### src/lse_pkg.sv
`timescale 1ns / 1ps
`default_nettype none
// ----------------------------------------------------------------------------
// lse_pkg
// types, codes and constants shared by the line splitter modules
// ----------------------------------------------------------------------------
package lse_pkg;

  localparam int unsigned ByteW   = 8;
  localparam int unsigned CodeW   = 2;
  localparam int unsigned AddrW   = 4;
  localparam int unsigned DataW   = 32;
  localparam int unsigned FifoDepth = 4;
  localparam int unsigned FifoAw  = $clog2(FifoDepth);

  localparam logic [ByteW-1:0] CharLf = 8'h0A;
  localparam logic [ByteW-1:0] CharCr = 8'h0D;

  // input commands
  localparam logic CmdData = 1'b0;
  localparam logic CmdEos  = 1'b1;

  // register indexes
  localparam logic [1:0] RegEolMode    = 2'd0;
  localparam logic [1:0] RegIncludeEol = 2'd1;
  localparam logic [1:0] RegDropIncomp = 2'd2;

  typedef enum logic [CodeW-1:0] {
    ModeAuto  = 2'd0,
    ModeCrlf  = 2'd1,
    ModeLf    = 2'd2,
    ModeMixed = 2'd3
  } eol_mode_e;

  // line status codes
  localparam logic [CodeW-1:0] StatEol     = 2'd0;
  localparam logic [CodeW-1:0] StatKept    = 2'd1;
  localparam logic [CodeW-1:0] StatDiscard = 2'd2;

  // terminator kinds, also auto lock codes
  localparam logic [CodeW-1:0] KindNone = 2'd0;
  localparam logic [CodeW-1:0] KindLf   = 2'd1;
  localparam logic [CodeW-1:0] KindCrlf = 2'd2;

  typedef struct packed {
    eol_mode_e eol_mode;
    logic      include_eol;
    logic      drop_incomplete;
  } cfg_t;

  typedef struct packed {
    logic [ByteW-1:0] out_byte;
    logic             byte_valid;
    logic             line_end;
    logic [CodeW-1:0] line_status;
    logic [CodeW-1:0] eol_kind;
  } word_t;

  // one classified input item: one or two output words
  typedef struct packed {
    logic  two;
    word_t w0;
    word_t w1;
  } entry_t;

endpackage
`default_nettype wire

### src/lse_in_if.sv
`timescale 1ns / 1ps
`default_nettype none
// ----------------------------------------------------------------------------
// lse_in_if
// input channel: command and stream byte with valid/ready
// ----------------------------------------------------------------------------
interface lse_in_if;
  logic       valid;
  logic       ready;
  logic       command;
  logic [7:0] data_byte;

  modport source (output valid, output command, output data_byte, input ready);
  modport sink   (input valid, input command, input data_byte, output ready);
endinterface
`default_nettype wire

### src/lse_out_if.sv
`timescale 1ns / 1ps
`default_nettype none
// ----------------------------------------------------------------------------
// lse_out_if
// output channel: line content words with valid/ready
// ----------------------------------------------------------------------------
interface lse_out_if;
  logic       valid;
  logic       ready;
  logic [7:0] out_byte;
  logic       byte_valid;
  logic       line_end;
  logic [1:0] line_status;
  logic [1:0] eol_kind;

  modport source (output valid, output out_byte, output byte_valid, output line_end,
                  output line_status, output eol_kind, input ready);
  modport sink   (input valid, input out_byte, input byte_valid, input line_end,
                  input line_status, input eol_kind, output ready);
endinterface
`default_nettype wire

### src/lse_front.sv
`timescale 1ns / 1ps
`default_nettype none
// ----------------------------------------------------------------------------
// lse_front
// accepts input items, tracks held cr / open line / auto lock, and turns
// each item into zero, one or two output words for the queue
// ----------------------------------------------------------------------------
module lse_front (
  input  wire              clk_i,
  input  wire              rst_ni,
  input  lse_pkg::cfg_t    cfg_i,
  input  wire              in_valid_i,
  output logic             in_ready_o,
  input  wire              command_i,
  input  wire  [7:0]       data_byte_i,
  input  wire              full_i,
  output logic             push_o,
  output lse_pkg::entry_t  push_entry_o
);
  import lse_pkg::*;

  logic             cr_held_q, cr_held_d;
  logic             line_open_q, line_open_d;
  logic [CodeW-1:0] lock_q, lock_d;
  logic             crlf_ok, lf_ok, accept;
  logic [1:0]       n_words;
  word_t            w0, w1, eol_word, plain_word;
  logic             plain_emit, plain_is_end;
  logic [CodeW-1:0] part_stat;

  assign in_ready_o = !full_i;
  assign accept     = in_valid_i && in_ready_o;

  assign crlf_ok = (cfg_i.eol_mode == ModeCrlf) || (cfg_i.eol_mode == ModeMixed) ||
                   ((cfg_i.eol_mode == ModeAuto) && (lock_q != KindLf));
  assign lf_ok   = (cfg_i.eol_mode == ModeLf) || (cfg_i.eol_mode == ModeMixed) ||
                   ((cfg_i.eol_mode == ModeAuto) && (lock_q != KindCrlf));

  assign part_stat = cfg_i.drop_incomplete ? StatDiscard : StatKept;

  always_comb begin
    eol_word             = '0;
    eol_word.out_byte    = cfg_i.include_eol ? CharLf : '0;
    eol_word.byte_valid  = cfg_i.include_eol;
    eol_word.line_end    = 1'b1;
    eol_word.line_status = StatEol;
  end

  always_comb begin
    cr_held_d    = cr_held_q;
    line_open_d  = line_open_q;
    lock_d       = lock_q;
    n_words      = 2'd0;
    w0           = '0;
    w1           = '0;
    plain_emit   = 1'b0;
    plain_is_end = 1'b0;
    plain_word   = '0;
    if (command_i == CmdEos) begin
      cr_held_d   = 1'b0;
      line_open_d = 1'b0;
      if (cr_held_q) begin
        w0 = '{out_byte: CharCr, byte_valid: 1'b1, line_end: 1'b1,
               line_status: part_stat, eol_kind: KindNone};
        n_words = 2'd1;
      end else if (line_open_q) begin
        w0 = '{out_byte: '0, byte_valid: 1'b0, line_end: 1'b1,
               line_status: part_stat, eol_kind: KindNone};
        n_words = 2'd1;
      end
    end else if (cr_held_q && (data_byte_i == CharLf) && crlf_ok) begin
      cr_held_d   = 1'b0;
      line_open_d = 1'b0;
      if (cfg_i.eol_mode == ModeAuto && lock_q == KindNone) begin
        lock_d = KindCrlf;
      end
      if (cfg_i.include_eol) begin
        w0 = '{out_byte: CharCr, byte_valid: 1'b1, line_end: 1'b0,
               line_status: StatEol, eol_kind: KindNone};
        w1 = eol_word;
        w1.eol_kind = KindCrlf;
        n_words = 2'd2;
      end else begin
        w0 = eol_word;
        w0.eol_kind = KindCrlf;
        n_words = 2'd1;
      end
    end else begin
      // lone held cr becomes content, then the byte is handled plainly
      cr_held_d = 1'b0;
      if (data_byte_i == CharCr && crlf_ok) begin
        cr_held_d = 1'b1;
      end else if (data_byte_i == CharLf && lf_ok) begin
        plain_emit   = 1'b1;
        plain_is_end = 1'b1;
        plain_word   = eol_word;
        plain_word.eol_kind = KindLf;
        line_open_d  = 1'b0;
        if (cfg_i.eol_mode == ModeAuto && lock_q == KindNone) begin
          lock_d = KindLf;
        end
      end else begin
        plain_emit  = 1'b1;
        plain_word  = '{out_byte: data_byte_i, byte_valid: 1'b1, line_end: 1'b0,
                        line_status: StatEol, eol_kind: KindNone};
        line_open_d = 1'b1;
      end
      if (cr_held_q) begin
        w0 = '{out_byte: CharCr, byte_valid: 1'b1, line_end: 1'b0,
               line_status: StatEol, eol_kind: KindNone};
        if (!plain_is_end) begin
          line_open_d = 1'b1;
        end
        w1      = plain_word;
        n_words = plain_emit ? 2'd2 : 2'd1;
      end else begin
        w0      = plain_word;
        n_words = plain_emit ? 2'd1 : 2'd0;
      end
    end
  end

  assign push_o       = accept && (n_words != 2'd0);
  assign push_entry_o = '{two: (n_words == 2'd2), w0: w0, w1: w1};

  always_ff @(posedge clk_i or negedge rst_ni) begin
    if (!rst_ni) begin
      cr_held_q   <= 1'b0;
      line_open_q <= 1'b0;
      lock_q      <= KindNone;
    end else if (accept) begin
      cr_held_q   <= cr_held_d;
      line_open_q <= line_open_d;
      lock_q      <= lock_d;
    end
  end

endmodule
`default_nettype wire

### src/lse_fifo.sv
`timescale 1ns / 1ps
`default_nettype none
// ----------------------------------------------------------------------------
// lse_fifo
// short queue of classified items between front and back
// ----------------------------------------------------------------------------
module lse_fifo (
  input  wire              clk_i,
  input  wire              rst_ni,
  input  wire              push_i,
  input  lse_pkg::entry_t  push_entry_i,
  output logic             full_o,
  input  wire              pop_i,
  output lse_pkg::entry_t  head_o,
  output logic             empty_o
);
  import lse_pkg::*;

  entry_t              mem_q [FifoDepth];
  logic [FifoAw-1:0]   wptr_q, rptr_q;
  logic [FifoAw:0]     count_q;
  logic                do_push, do_pop;

  assign full_o  = (count_q == (FifoAw+1)'(FifoDepth));
  assign empty_o = (count_q == '0);
  assign head_o  = mem_q[rptr_q];
  assign do_push = push_i && !full_o;
  assign do_pop  = pop_i && !empty_o;

  always_ff @(posedge clk_i) begin
    if (do_push) begin
      mem_q[wptr_q] <= push_entry_i;
    end
  end

  always_ff @(posedge clk_i or negedge rst_ni) begin
    if (!rst_ni) begin
      wptr_q  <= '0;
      rptr_q  <= '0;
      count_q <= '0;
    end else begin
      if (do_push) begin
        wptr_q <= wptr_q + FifoAw'(1);
      end
      if (do_pop) begin
        rptr_q <= rptr_q + FifoAw'(1);
      end
      if (do_push && !do_pop) begin
        count_q <= count_q + (FifoAw+1)'(1);
      end else if (do_pop && !do_push) begin
        count_q <= count_q - (FifoAw+1)'(1);
      end
    end
  end

endmodule
`default_nettype wire

### src/lse_back.sv
`timescale 1ns / 1ps
`default_nettype none
// ----------------------------------------------------------------------------
// lse_back
// expands queued items into output words, one word per cycle while out_o is
// ready, through an output register
// ----------------------------------------------------------------------------
module lse_back (
  input  wire              clk_i,
  input  wire              rst_ni,
  input  lse_pkg::entry_t  head_i,
  input  wire              empty_i,
  output logic             pop_o,
  lse_out_if.source        out_o
);
  import lse_pkg::*;

  logic  out_valid_q;
  word_t out_word_q;
  logic  sel_q;
  logic  load, last;
  word_t next_word;

  assign load      = !empty_i && (!out_valid_q || out_o.ready);
  assign last      = !head_i.two || sel_q;
  assign next_word = sel_q ? head_i.w1 : head_i.w0;
  assign pop_o     = load && last;

  always_ff @(posedge clk_i or negedge rst_ni) begin
    if (!rst_ni) begin
      out_valid_q <= 1'b0;
      sel_q       <= 1'b0;
    end else begin
      if (load) begin
        out_valid_q <= 1'b1;
        sel_q       <= !last;
      end else if (out_o.ready) begin
        out_valid_q <= 1'b0;
      end
    end
  end

  always_ff @(posedge clk_i) begin
    if (load) begin
      out_word_q <= next_word;
    end
  end

  assign out_o.valid       = out_valid_q;
  assign out_o.out_byte    = out_word_q.out_byte;
  assign out_o.byte_valid  = out_word_q.byte_valid;
  assign out_o.line_end    = out_word_q.line_end;
  assign out_o.line_status = out_word_q.line_status;
  assign out_o.eol_kind    = out_word_q.eol_kind;

endmodule
`default_nettype wire

### src/line_splitter_eol_modes.sv
`timescale 1ns / 1ps
`default_nettype none
// ----------------------------------------------------------------------------
// line_splitter_eol_modes
// splits a byte stream into lines with lf, crlf, mixed or auto end of line
//
//   channel   dir  payload                                          handshake
//   in_i      in   command, data_byte                               valid/ready
//   out_o     out  out_byte, byte_valid, line_end, line_status,     valid/ready
//                  eol_kind
//   apb       in   eol_mode, include_eol, drop_incomplete at 0/4/8  psel/penable
//
// one input word per cycle unless the queue is full; an item yields zero to
// two output words; the back end sends one word per cycle while out_o is ready
// first output word goes through a queue entry and then the output register
// a 4-entry queue between front and back absorbs output stalls; the input
// stalls only when that queue is full
// reset clears all line state and the auto lock; no clearing pass
// ----------------------------------------------------------------------------
module line_splitter_eol_modes (
  input  wire                 clk_i,
  input  wire                 rst_ni,
  input  wire                 psel,
  input  wire                 penable,
  input  wire                 pwrite,
  input  wire  [lse_pkg::AddrW-1:0] paddr,
  input  wire  [lse_pkg::DataW-1:0] pwdata,
  output logic [lse_pkg::DataW-1:0] prdata,
  output logic                pready,
  lse_in_if.sink              in_i,
  lse_out_if.source           out_o
);
  import lse_pkg::*;

  cfg_t       cfg_q;
  logic       wr_en;
  logic [1:0] reg_idx;
  logic       full, empty, push, pop;
  entry_t     push_entry, head;

  assign pready  = 1'b1;
  assign reg_idx = paddr[3:2];
  assign wr_en   = psel && penable && pwrite;

  always_ff @(posedge clk_i or negedge rst_ni) begin
    if (!rst_ni) begin
      cfg_q <= '{eol_mode: ModeAuto, include_eol: 1'b0, drop_incomplete: 1'b0};
    end else if (wr_en) begin
      case (reg_idx)
        RegEolMode:    cfg_q.eol_mode        <= eol_mode_e'(pwdata[1:0]);
        RegIncludeEol: cfg_q.include_eol     <= pwdata[0];
        RegDropIncomp: cfg_q.drop_incomplete <= pwdata[0];
        default: ;
      endcase
    end
  end

  always_comb begin
    prdata = '0;
    case (reg_idx)
      RegEolMode:    prdata = DataW'(cfg_q.eol_mode);
      RegIncludeEol: prdata = DataW'(cfg_q.include_eol);
      RegDropIncomp: prdata = DataW'(cfg_q.drop_incomplete);
      default:       prdata = '0;
    endcase
  end

  lse_front u_front (
    .clk_i        (clk_i),
    .rst_ni       (rst_ni),
    .cfg_i        (cfg_q),
    .in_valid_i   (in_i.valid),
    .in_ready_o   (in_i.ready),
    .command_i    (in_i.command),
    .data_byte_i  (in_i.data_byte),
    .full_i       (full),
    .push_o       (push),
    .push_entry_o (push_entry)
  );

  lse_fifo u_fifo (
    .clk_i        (clk_i),
    .rst_ni       (rst_ni),
    .push_i       (push),
    .push_entry_i (push_entry),
    .full_o       (full),
    .pop_i        (pop),
    .head_o       (head),
    .empty_o      (empty)
  );

  lse_back u_back (
    .clk_i   (clk_i),
    .rst_ni  (rst_ni),
    .head_i  (head),
    .empty_i (empty),
    .pop_o   (pop),
    .out_o   (out_o)
  );

endmodule
`default_nettype wire
### src/flat_wrapper.sv
// flat-port wrapper written by rule: the top's interface ports become plain ports
module line_splitter_eol_modes_flat import lse_pkg::*;
  (clk_i, rst_ni, psel, penable, pwrite, paddr, pwdata, prdata, pready, in_i_valid, in_i_command, in_i_data_byte, in_i_ready, out_o_valid, out_o_out_byte, out_o_byte_valid, out_o_line_end, out_o_line_status, out_o_eol_kind, out_o_ready);
  lse_in_if in_i_i ();
  lse_out_if out_o_i ();
  input  wire clk_i;
  input  wire rst_ni;
  input  wire psel;
  input  wire penable;
  input  wire pwrite;
  input  wire  [lse_pkg::AddrW-1:0] paddr;
  input  wire  [lse_pkg::DataW-1:0] pwdata;
  output logic [lse_pkg::DataW-1:0] prdata;
  output logic pready;
  input wire logic [$bits(in_i_i.valid)-1:0] in_i_valid;
  input wire logic [$bits(in_i_i.command)-1:0] in_i_command;
  input wire logic [$bits(in_i_i.data_byte)-1:0] in_i_data_byte;
  output wire logic [$bits(in_i_i.ready)-1:0] in_i_ready;
  output wire logic [$bits(out_o_i.valid)-1:0] out_o_valid;
  output wire logic [$bits(out_o_i.out_byte)-1:0] out_o_out_byte;
  output wire logic [$bits(out_o_i.byte_valid)-1:0] out_o_byte_valid;
  output wire logic [$bits(out_o_i.line_end)-1:0] out_o_line_end;
  output wire logic [$bits(out_o_i.line_status)-1:0] out_o_line_status;
  output wire logic [$bits(out_o_i.eol_kind)-1:0] out_o_eol_kind;
  input wire logic [$bits(out_o_i.ready)-1:0] out_o_ready;
  assign in_i_i.valid = in_i_valid;
  assign in_i_i.command = in_i_command;
  assign in_i_i.data_byte = in_i_data_byte;
  assign in_i_ready = in_i_i.ready;
  assign out_o_valid = out_o_i.valid;
  assign out_o_out_byte = out_o_i.out_byte;
  assign out_o_byte_valid = out_o_i.byte_valid;
  assign out_o_line_end = out_o_i.line_end;
  assign out_o_line_status = out_o_i.line_status;
  assign out_o_eol_kind = out_o_i.eol_kind;
  assign out_o_i.ready = out_o_ready;
  line_splitter_eol_modes u_core (.clk_i(clk_i), .rst_ni(rst_ni), .psel(psel), .penable(penable), .pwrite(pwrite), .paddr(paddr), .pwdata(pwdata), .prdata(prdata), .pready(pready), .in_i(in_i_i), .out_o(out_o_i));
endmodule
### config.mk
export PLATFORM = sky130hd
export DESIGN_NAME = line_splitter_eol_modes_flat
export DESIGN_NICKNAME = d
export VERILOG_FILES = /design/src/lse_pkg.sv /design/src/lse_in_if.sv /design/src/lse_out_if.sv /design/src/lse_front.sv /design/src/lse_fifo.sv /design/src/lse_back.sv /design/src/line_splitter_eol_modes.sv /design/src/flat_wrapper.sv
export SDC_FILE = /design/constraint.sdc
export NUM_CORES = 1
export LEC_CHECK = 0
export ABC_AREA = 0
export BUFFER_PORTS_ARGS = -buffer_cell sky130_fd_sc_hd__buf_2
export CAP_MARGIN = 15
export CORE_AREA = 2 2 108 110
export CTS_CLUSTER_SIZE = 16
export DETAILED_ROUTE_END_ITERATION = 16
export DIE_AREA = 0 0 110 112
export PLACE_DENSITY = 0.84
export SYNTH_ARGS = -nofsm -noshare
export SYNTH_HDL_FRONTEND = slang
export SYNTH_SLANG_ARGS = --single-unit
### constraint.sdc
create_clock -name clk_i -period 3.15 [get_ports clk_i]
set_input_delay 0.315 -clock clk_i [delete_from_list [all_inputs] [get_ports clk_i]]
set_output_delay 0.315 -clock clk_i [all_outputs]
set_load 0.01 [all_outputs]
Word-level counts from Yosys, hierarchy flattened
Memory sizes are Yosys's and may differ from the RTL's.
Index checks and enable logic that the tools add are counted.
W data, S select, Z words.
Storage, ports and cells
  word-level logic and storage cells: 127
  input port bits: 52
  bits in writable memories: 116
  memories: 1
  bits in registers: 31
  output and inout port bits: 49
Operators by class
  bitwise logic cells: 1
  add/sub/neg operators: 4
  equal/unequal tests: 12
  mux-type cells: 51
  reductions and logical operators: 42
Memory list
  u_core.u_fifo.mem_q: words 4, bits a word 29, read ports 1, clocked after memory_dff 0, wr ports 1, RTL line lse_fifo.sv:19  | entry_t mem_q [FifoDepth];
Operators by type and width (count)
  $mux W14: 9
  $mux W10: 3
  $mux W1: 23
  $mux W2: 11
  $logic_and A1 B1 Y1: 17
  $eq A8 B4 Y1 const B: 2
  $eq A2 B2 Y1 const B: 4
  $reduce_bool A2 Y1: 4
  $logic_not A1 Y1: 7
  $logic_not A2 Y1: 3
  $logic_or A1 B1 Y1: 6
  $mux W3: 2
  $pmux W2 S3: 1
  $reduce_and A2 Y1: 3
  $mux W5: 1
  $reduce_and A5 Y1: 1
  $add A2 B1 Y2 const B: 2
  $eq A2 B1 Y1 const B: 2
  $mux W4: 1
  $ne A2 B2 Y1 const B: 2
  $add A3 B1 Y3 const B: 1
  $eq A3 B3 Y1 const B: 1
  $logic_not A3 Y1: 1
  $sub A3 B1 Y3 const B: 1
  other kinds (2): 2

Logic depth before layout (Yosys ltp)
  depth in word-level cells: 18
  mapped depth: 13
  depth with buffers taken out: 12

Cells and area by module
Synthesis repeated with hierarchy kept, for this count alone.
Unflattened totals
  cell total of the unflattened synthesis: 367
  area, all modules: 6483.7 um^2
Modules (own cells, without submodules)
  lse_fifo: times used 1, cells each 187, area each 4608.2 um^2, sequential area each 3658.5 um^2
  lse_back: times used 1, cells each 39, area each 738.2 um^2, sequential area each 470.5 um^2
  lse_front: times used 1, cells each 92, area each 678.2 um^2, sequential area each 100.1 um^2
  line_splitter_eol_modes: times used 1, cells each 49, area each 459.2 um^2, sequential area each 100.1 um^2

Worst setup path after synthesis
No wires, ideal clock.
  path kind: input -> register
  from: in in_i_data_byte[6]
  to: reg u_core.u_fifo.count_q[2]
  data arrival time: 2781 ps
  required time: 3071 ps
  path slack: 290 ps
  stages on the path: 13
  buffers on the path: 1
  path through: nor4_1 and2_1 buf_6 nand3_1 ha_1 nor3_1 a221oi_4 ha_1 inv_1 fa_1 xor2_1 nor2_1 xor2_1
Between the ends
  longest elaborated chain between the ends: 15
  elaborated cells on any way between the ends: 21
  classes of those cells: 2 x eq/ne; 9 x mux; 10 x reduce/logical
RTL lines
  from (decl): RTL line flat_wrapper.sv:17  | input wire logic [$bits(in_i_i.data_byte)-1:0] in_i_data_byte;
  $eq A8 B4 Y1: RTL line lse_front.sv:91  | if (data_byte_i == CharCr && crlf_ok) begin
  $logic_and A1 B1 Y1: RTL line lse_front.sv:91
  $mux W1: RTL line lse_front.sv:91
  $mux W1: RTL line lse_front.sv:71  | end else if (cr_held_q && (data_byte_i == CharLf) && crlf_ok) begin
  $mux W1: RTL line lse_front.sv:59  | if (command_i == CmdEos) begin
  $mux W1 / $mux W2 (equally long branches): RTL line lse_front.sv:118, lse_front.sv:115
  $mux W2: RTL line lse_front.sv:108  | if (cr_held_q) begin
  $mux W2 (*): RTL line lse_front.sv:71
  $mux W2 (*): RTL line lse_front.sv:59
  $reduce_bool A2 Y1 (*): RTL line lse_front.sv:123  | assign push_o = accept && (n_words != 2'd0);
  $logic_and A1 B1 Y1 (*): RTL line lse_front.sv:123
  $logic_and A1 B1 Y1 (*): RTL line lse_fifo.sv:27  | assign do_push = push_i && !full_o;
  via u_core.u_fifo.do_push: RTL line lse_fifo.sv:22  | logic do_push, do_pop;
  $logic_not A1 Y1: RTL line lse_fifo.sv:50  | end else if (do_pop && !do_push) begin
  $logic_and A1 B1 Y1: RTL line lse_fifo.sv:50
  $reduce_bool A2 Y1 (no line)
  to (signal assigned): RTL line lse_fifo.sv:49  | count_q <= count_q + (FifoAw+1)'(1);
  to (signal assigned): RTL line lse_fifo.sv:51  | count_q <= count_q - (FifoAw+1)'(1);
  to (decl): RTL line lse_fifo.sv:21  | logic [FifoAw:0] count_q;
Mark *: on every way through the listed nets, which the timed path passes. The rest lies on a longest branch. The select of a mux whose other input is x is not followed.
A chain may end at the register's enable or synchronous reset.

Worst setup path in the final report
  from: reg u_core.u_front.lock_q[0]
  to: reg u_core.u_fifo.count_q[2]
Between the ends
  longest elaborated chain between the ends: 17
  elaborated cells on any way between the ends: 21
  classes of those cells: 1 x eq/ne; 9 x mux; 11 x reduce/logical
RTL lines
  from (decl): RTL line lse_front.sv:24  | logic [CodeW-1:0] lock_q, lock_d;
  from (signal assigned): RTL line lse_front.sv:130  | lock_q <= KindNone;
  from (signal assigned): RTL line lse_front.sv:134  | lock_q <= lock_d;
  $ne A2 B1 Y1 (*): RTL line lse_front.sv:35  | ((cfg_i.eol_mode == ModeAuto) && (lock_q != KindLf));
  $logic_and A1 B1 Y1 (*): RTL line lse_front.sv:35
  $logic_or A1 B1 Y1 (*): RTL line lse_front.sv:34  | assign crlf_ok = (cfg_i.eol_mode == ModeCrlf) || (cfg_i.eol_mode == ModeMixed) ||
  $logic_and A1 B1 Y1: RTL line lse_front.sv:91
  $mux W1: RTL line lse_front.sv:91
  $mux W1: RTL line lse_front.sv:71
  $mux W1: RTL line lse_front.sv:59
  $mux W1 / $mux W2 (equally long branches): RTL line lse_front.sv:118, lse_front.sv:115
  [2 not listed]
  $mux W2 (*): RTL line lse_front.sv:59
  $reduce_bool A2 Y1 (*): RTL line lse_front.sv:123
  $logic_and A1 B1 Y1 (*): RTL line lse_front.sv:123
  $logic_and A1 B1 Y1 (*): RTL line lse_fifo.sv:27
  via u_core.u_fifo.do_push: RTL line lse_fifo.sv:22
  $logic_not A1 Y1: RTL line lse_fifo.sv:50
  $logic_and A1 B1 Y1: RTL line lse_fifo.sv:50
  $reduce_bool A2 Y1 (no line)
Marked as above.

==> results.toml <==
[run_status]
outcome = "finished, final reports clean"

[finish]
fin_nets = 464
register_area_um2 = 4090
fill_cells = 769
postLayoutCellArea_um2 = 6917
multi_input_area_um2 = 1674
antenna_cells = 0
area_growth_syn_to_layout_pct = 15.50
utilization_pct = 61.90
drive_gt1_share_pct = 31.82

[timing]
worstMarginPinSlew_ps = 544.9
hold_violations = 0
timing.fmax_mhz = 346.4
fin_crit_sh_pct = 91.65
slew_headroom_pct = 63.67
fin_tns_setup_ps = 0
rsz0062_at_grt = "false"
slew_viol_final = 0
setup_viol = 0
worst_clock_skew_ps = 6.617
whs_ps = 91.84
fin_crit_ps = 2887

[pwr]
ir_drop_uv = 796.7
total_power_mw = 6.192
power.density_nw_per_um2 = 895.3
p_leak_nw = 2.544

[global_route]
grt_max_degree = 29
antenna_found_initial = 1
overflow = 0
grt_pass1_vias = 3217
grt_pass1_wl_mm = 16.66
track_usage_pct = 18.99

[routing]
drc_errors = 0
avgRoutedWirePerCell_um = 19.06
drtPass1Iterations = 5
drt_iter0_drc = 249
avgViaCountPerCell = 5.483
routed_wl_mm = 10.69
vias = 3076
antenna_left = 0

[floorplanning]
ios = 101
die_h_um = 112
die_w_um = 110
die_area_um2 = 12320
start_util_pct = 53.59
coreArea_um2 = 11170
core.rowCount = 39

[setup_path]
crit_buf_inv = 1
cp_top_family = "adder cells"
crit_chain = "nor2b_1 -> o21ai_2 -> nand3_1 -> ha_1 -> nor3_1 -> a221oi_4 -> ha_1 -> inv_1 -> fa_1 -> xor2_1 -> nor2_1 -> xor2_1"
arrival_ps = 3230
cp-startpoint = "u_core.u_front.lock_q[0]"
crit_path_max_incr_delay_ps = 440
startpoint_type = "flop"
critPathRequiredTime_ps = 3490
cp_slowest_cell = "fa_1"
end_kind = "flop"
cp_max_fo = 4
r2r_start = "u_core.u_front.lock_q[0]"
path_class = "reg2reg"

[clock_network]
htreeDepth = 4
cts_buffer_depth = 2
cts_buffers = 17
clock-sinks = 139
cts-root-buf = "clkbuf_16"
cts_tree = "yes"
clkSlewWorstSetupHoldPaths_ps = 60
clock_latency_ps = 420

[placement]
placed_area_um2 = 6314
dp_hpwl_mm = 6.283
gp_congestion = 0.8249
io_buffers = 37

[min_path]
worstHoldPathType = "in2reg"
hp-start = "out_o_ready"

[yosys]
ys_seq_area_share_pct = 68.28
ys_ff_latch = 139
synth_cell_types = 48
yosys_warnings = 0
syn_area_um2 = 5988
synthFlopType = "edfxtp_1"
synthArstFlopShare_pct = 12.23
synthCells = 349
syn_area_per_cell_um2 = 17.16
synth_edf_count = 122

[run]
cap_violations = 0
==> worst reg2reg max path, stage by stage (launching register included) <==
cell and delay (ps):
dfrtp_1 410, nor2b_1 160, o21ai_2 250, nand3_1 150
ha_1 310, nor3_1 70, a221oi_4 270, ha_1 220
inv_1 80, fa_1 440, xor2_1 170, nor2_1 120
xor2_1 160
==> sequential cells by signal (all words and copies together) (netlist names) <==
register / count
u_core.u_fifo.mem_q: 108
u_core.u_back.out_o.out_byte: 8
u_core.cfg_q: 4
u_core.u_fifo.count_q: 3
u_core.u_back.out_o.eol_kind: 2
u_core.u_back.out_o.line_status: 2
u_core.u_fifo.rptr_q: 2
u_core.u_fifo.wptr_q: 2
u_core.u_front.lock_q: 2
u_core.u_back.out_o.byte_valid: 1
u_core.u_back.out_o.line_end: 1
u_core.u_back.out_o.valid: 1
u_core.u_back.sel_q: 1
u_core.u_front.cr_held_q: 1
u_core.u_front.line_open_q: 1
==> power breakdown <==
part,switching (mW),leakage (nW),internal [mW]
Sequential,0.151,1.33,2.51
Clock,0.803,0.279,1.11
Combinational,0.810,0.937,0.802
==> worst paths after layout <==
check / slack, ps / end / cells after the start
max: 260 / u_core.u_fifo.count_q[2] / 12
min: 90 / u_core.u_back.out_o.valid / 2
max reg2reg: 260 / u_core.u_fifo.count_q[2] / 12
min reg2reg: 500 / u_core.u_fifo.count_q[2] / 1
max in group asynchronous: 2500 / u_core.u_fifo.rptr_q[0] / 2
min in group asynchronous: 350 / u_core.u_fifo.wptr_q[1] / 2
==> cell usage after synthesis (all sizes together), types with 4 or more instances <==
cell type / instances / area (um2)
edfxtp: 122 / 3664
buf: 36 / 262.7
mux4: 27 / 608.1
mux2: 18 / 206.4
dfrtp: 17 / 425.4
nor2: 13 / 48.80
inv: 12 / 45.04
nand2: 10 / 37.54
and2: 9 / 56.30
clkbuf: 8 / 30.03
a21oi: 6 / 30.03
and3: 6 / 37.54
ha: 6 / 75.07
nor3: 5 / 25.02
o21ai: 5 / 28.78
nand3: 4 / 32.53
nor2b: 4 / 25.02
nor3b: 4 / 30.03
xnor2: 4 / 35.03
==> logic make-up after synthesis <==
kind of cell    count (synthesis)  share of synthesized area (%)
simple gates                   67                          6.310
xor+xnor                        6                         0.8776
flops                         139                          68.28
compound gates                 25                          3.239
fa+ha+maj                       7                          1.588
other cells                     2                         0.1254
mux                            47                          13.94
buf+inv                        56                          5.641
==> repair_timing <==
action | 4_1_cts | 5_1_grt
setup buffers | 0 | 2
hold buffers | 1 | 0
hold endpoints to repair | 17 | 0
endpoints found under the setup margin | 0 | 1
resized for setup | 0 | 0
==> stage by stage <==
stage,instances,worst slack [ps]
after floorplan,378,289.9
after global placement,526,162.3
after detailed placement,526,58.71
after CTS,559,248.5
after global routing,561,31.90
final,561,263.2
==> layout by cell type, fill, tap and decap left out, types with 4 or more instances in the layout <==
| cell type | instances |
|---|---|
| nor3b_1 | 4 |
| nand2_1 | 10 |
| a21oi_1 | 5 |
| and2_1 | 9 |
| buf_2 | 37 |
| and3_1 | 6 |
| o21ai_0 | 4 |
| buf_12 | 4 |
| edfxtp_1 | 122 |
| ha_1 | 6 |
| inv_6 | 5 |
| dfrtp_1 | 16 |
| conb_1 | 31 |
| mux2_2 | 17 |
| nor2_1 | 13 |
| mux4_2 | 27 |
| clkbuf_16 | 17 |
| nor2b_1 | 4 |
| xnor2_1 | 4 |
| inv_1 | 12 |
| buf_4 | 10 |
| nor3_1 | 5 |
==> layout make-up <==
| cell class | instances | share of cell area (%) |
|---|---|---|
| multi-input cells | 183 | 24.20 |
| clock inverters | 15 | 2.207 |
| well taps | 143 | 2.587 |
| clock buffers | 17 | 6.151 |
| inverters | 12 | 0.6512 |
| repair buffers | 52 | 5.065 |
| flip-flops and latches | 139 | 59.14 |
==> per-layer routing <==
| layer | routed length (um) | track usage, % | vias up |
|---|---|---|---|
| li1 | - | - | 1398 |
| met4 | 179 | 7.426 | 2 |
| met3 | 731 | 6.030 | 15 |
| met5 | 19 | 0 | - |
| met1 | 4289 | 23.63 | 1526 |
| met2 | 5473 | 30.80 | 135 |
(Power assumes the default switching activity.)
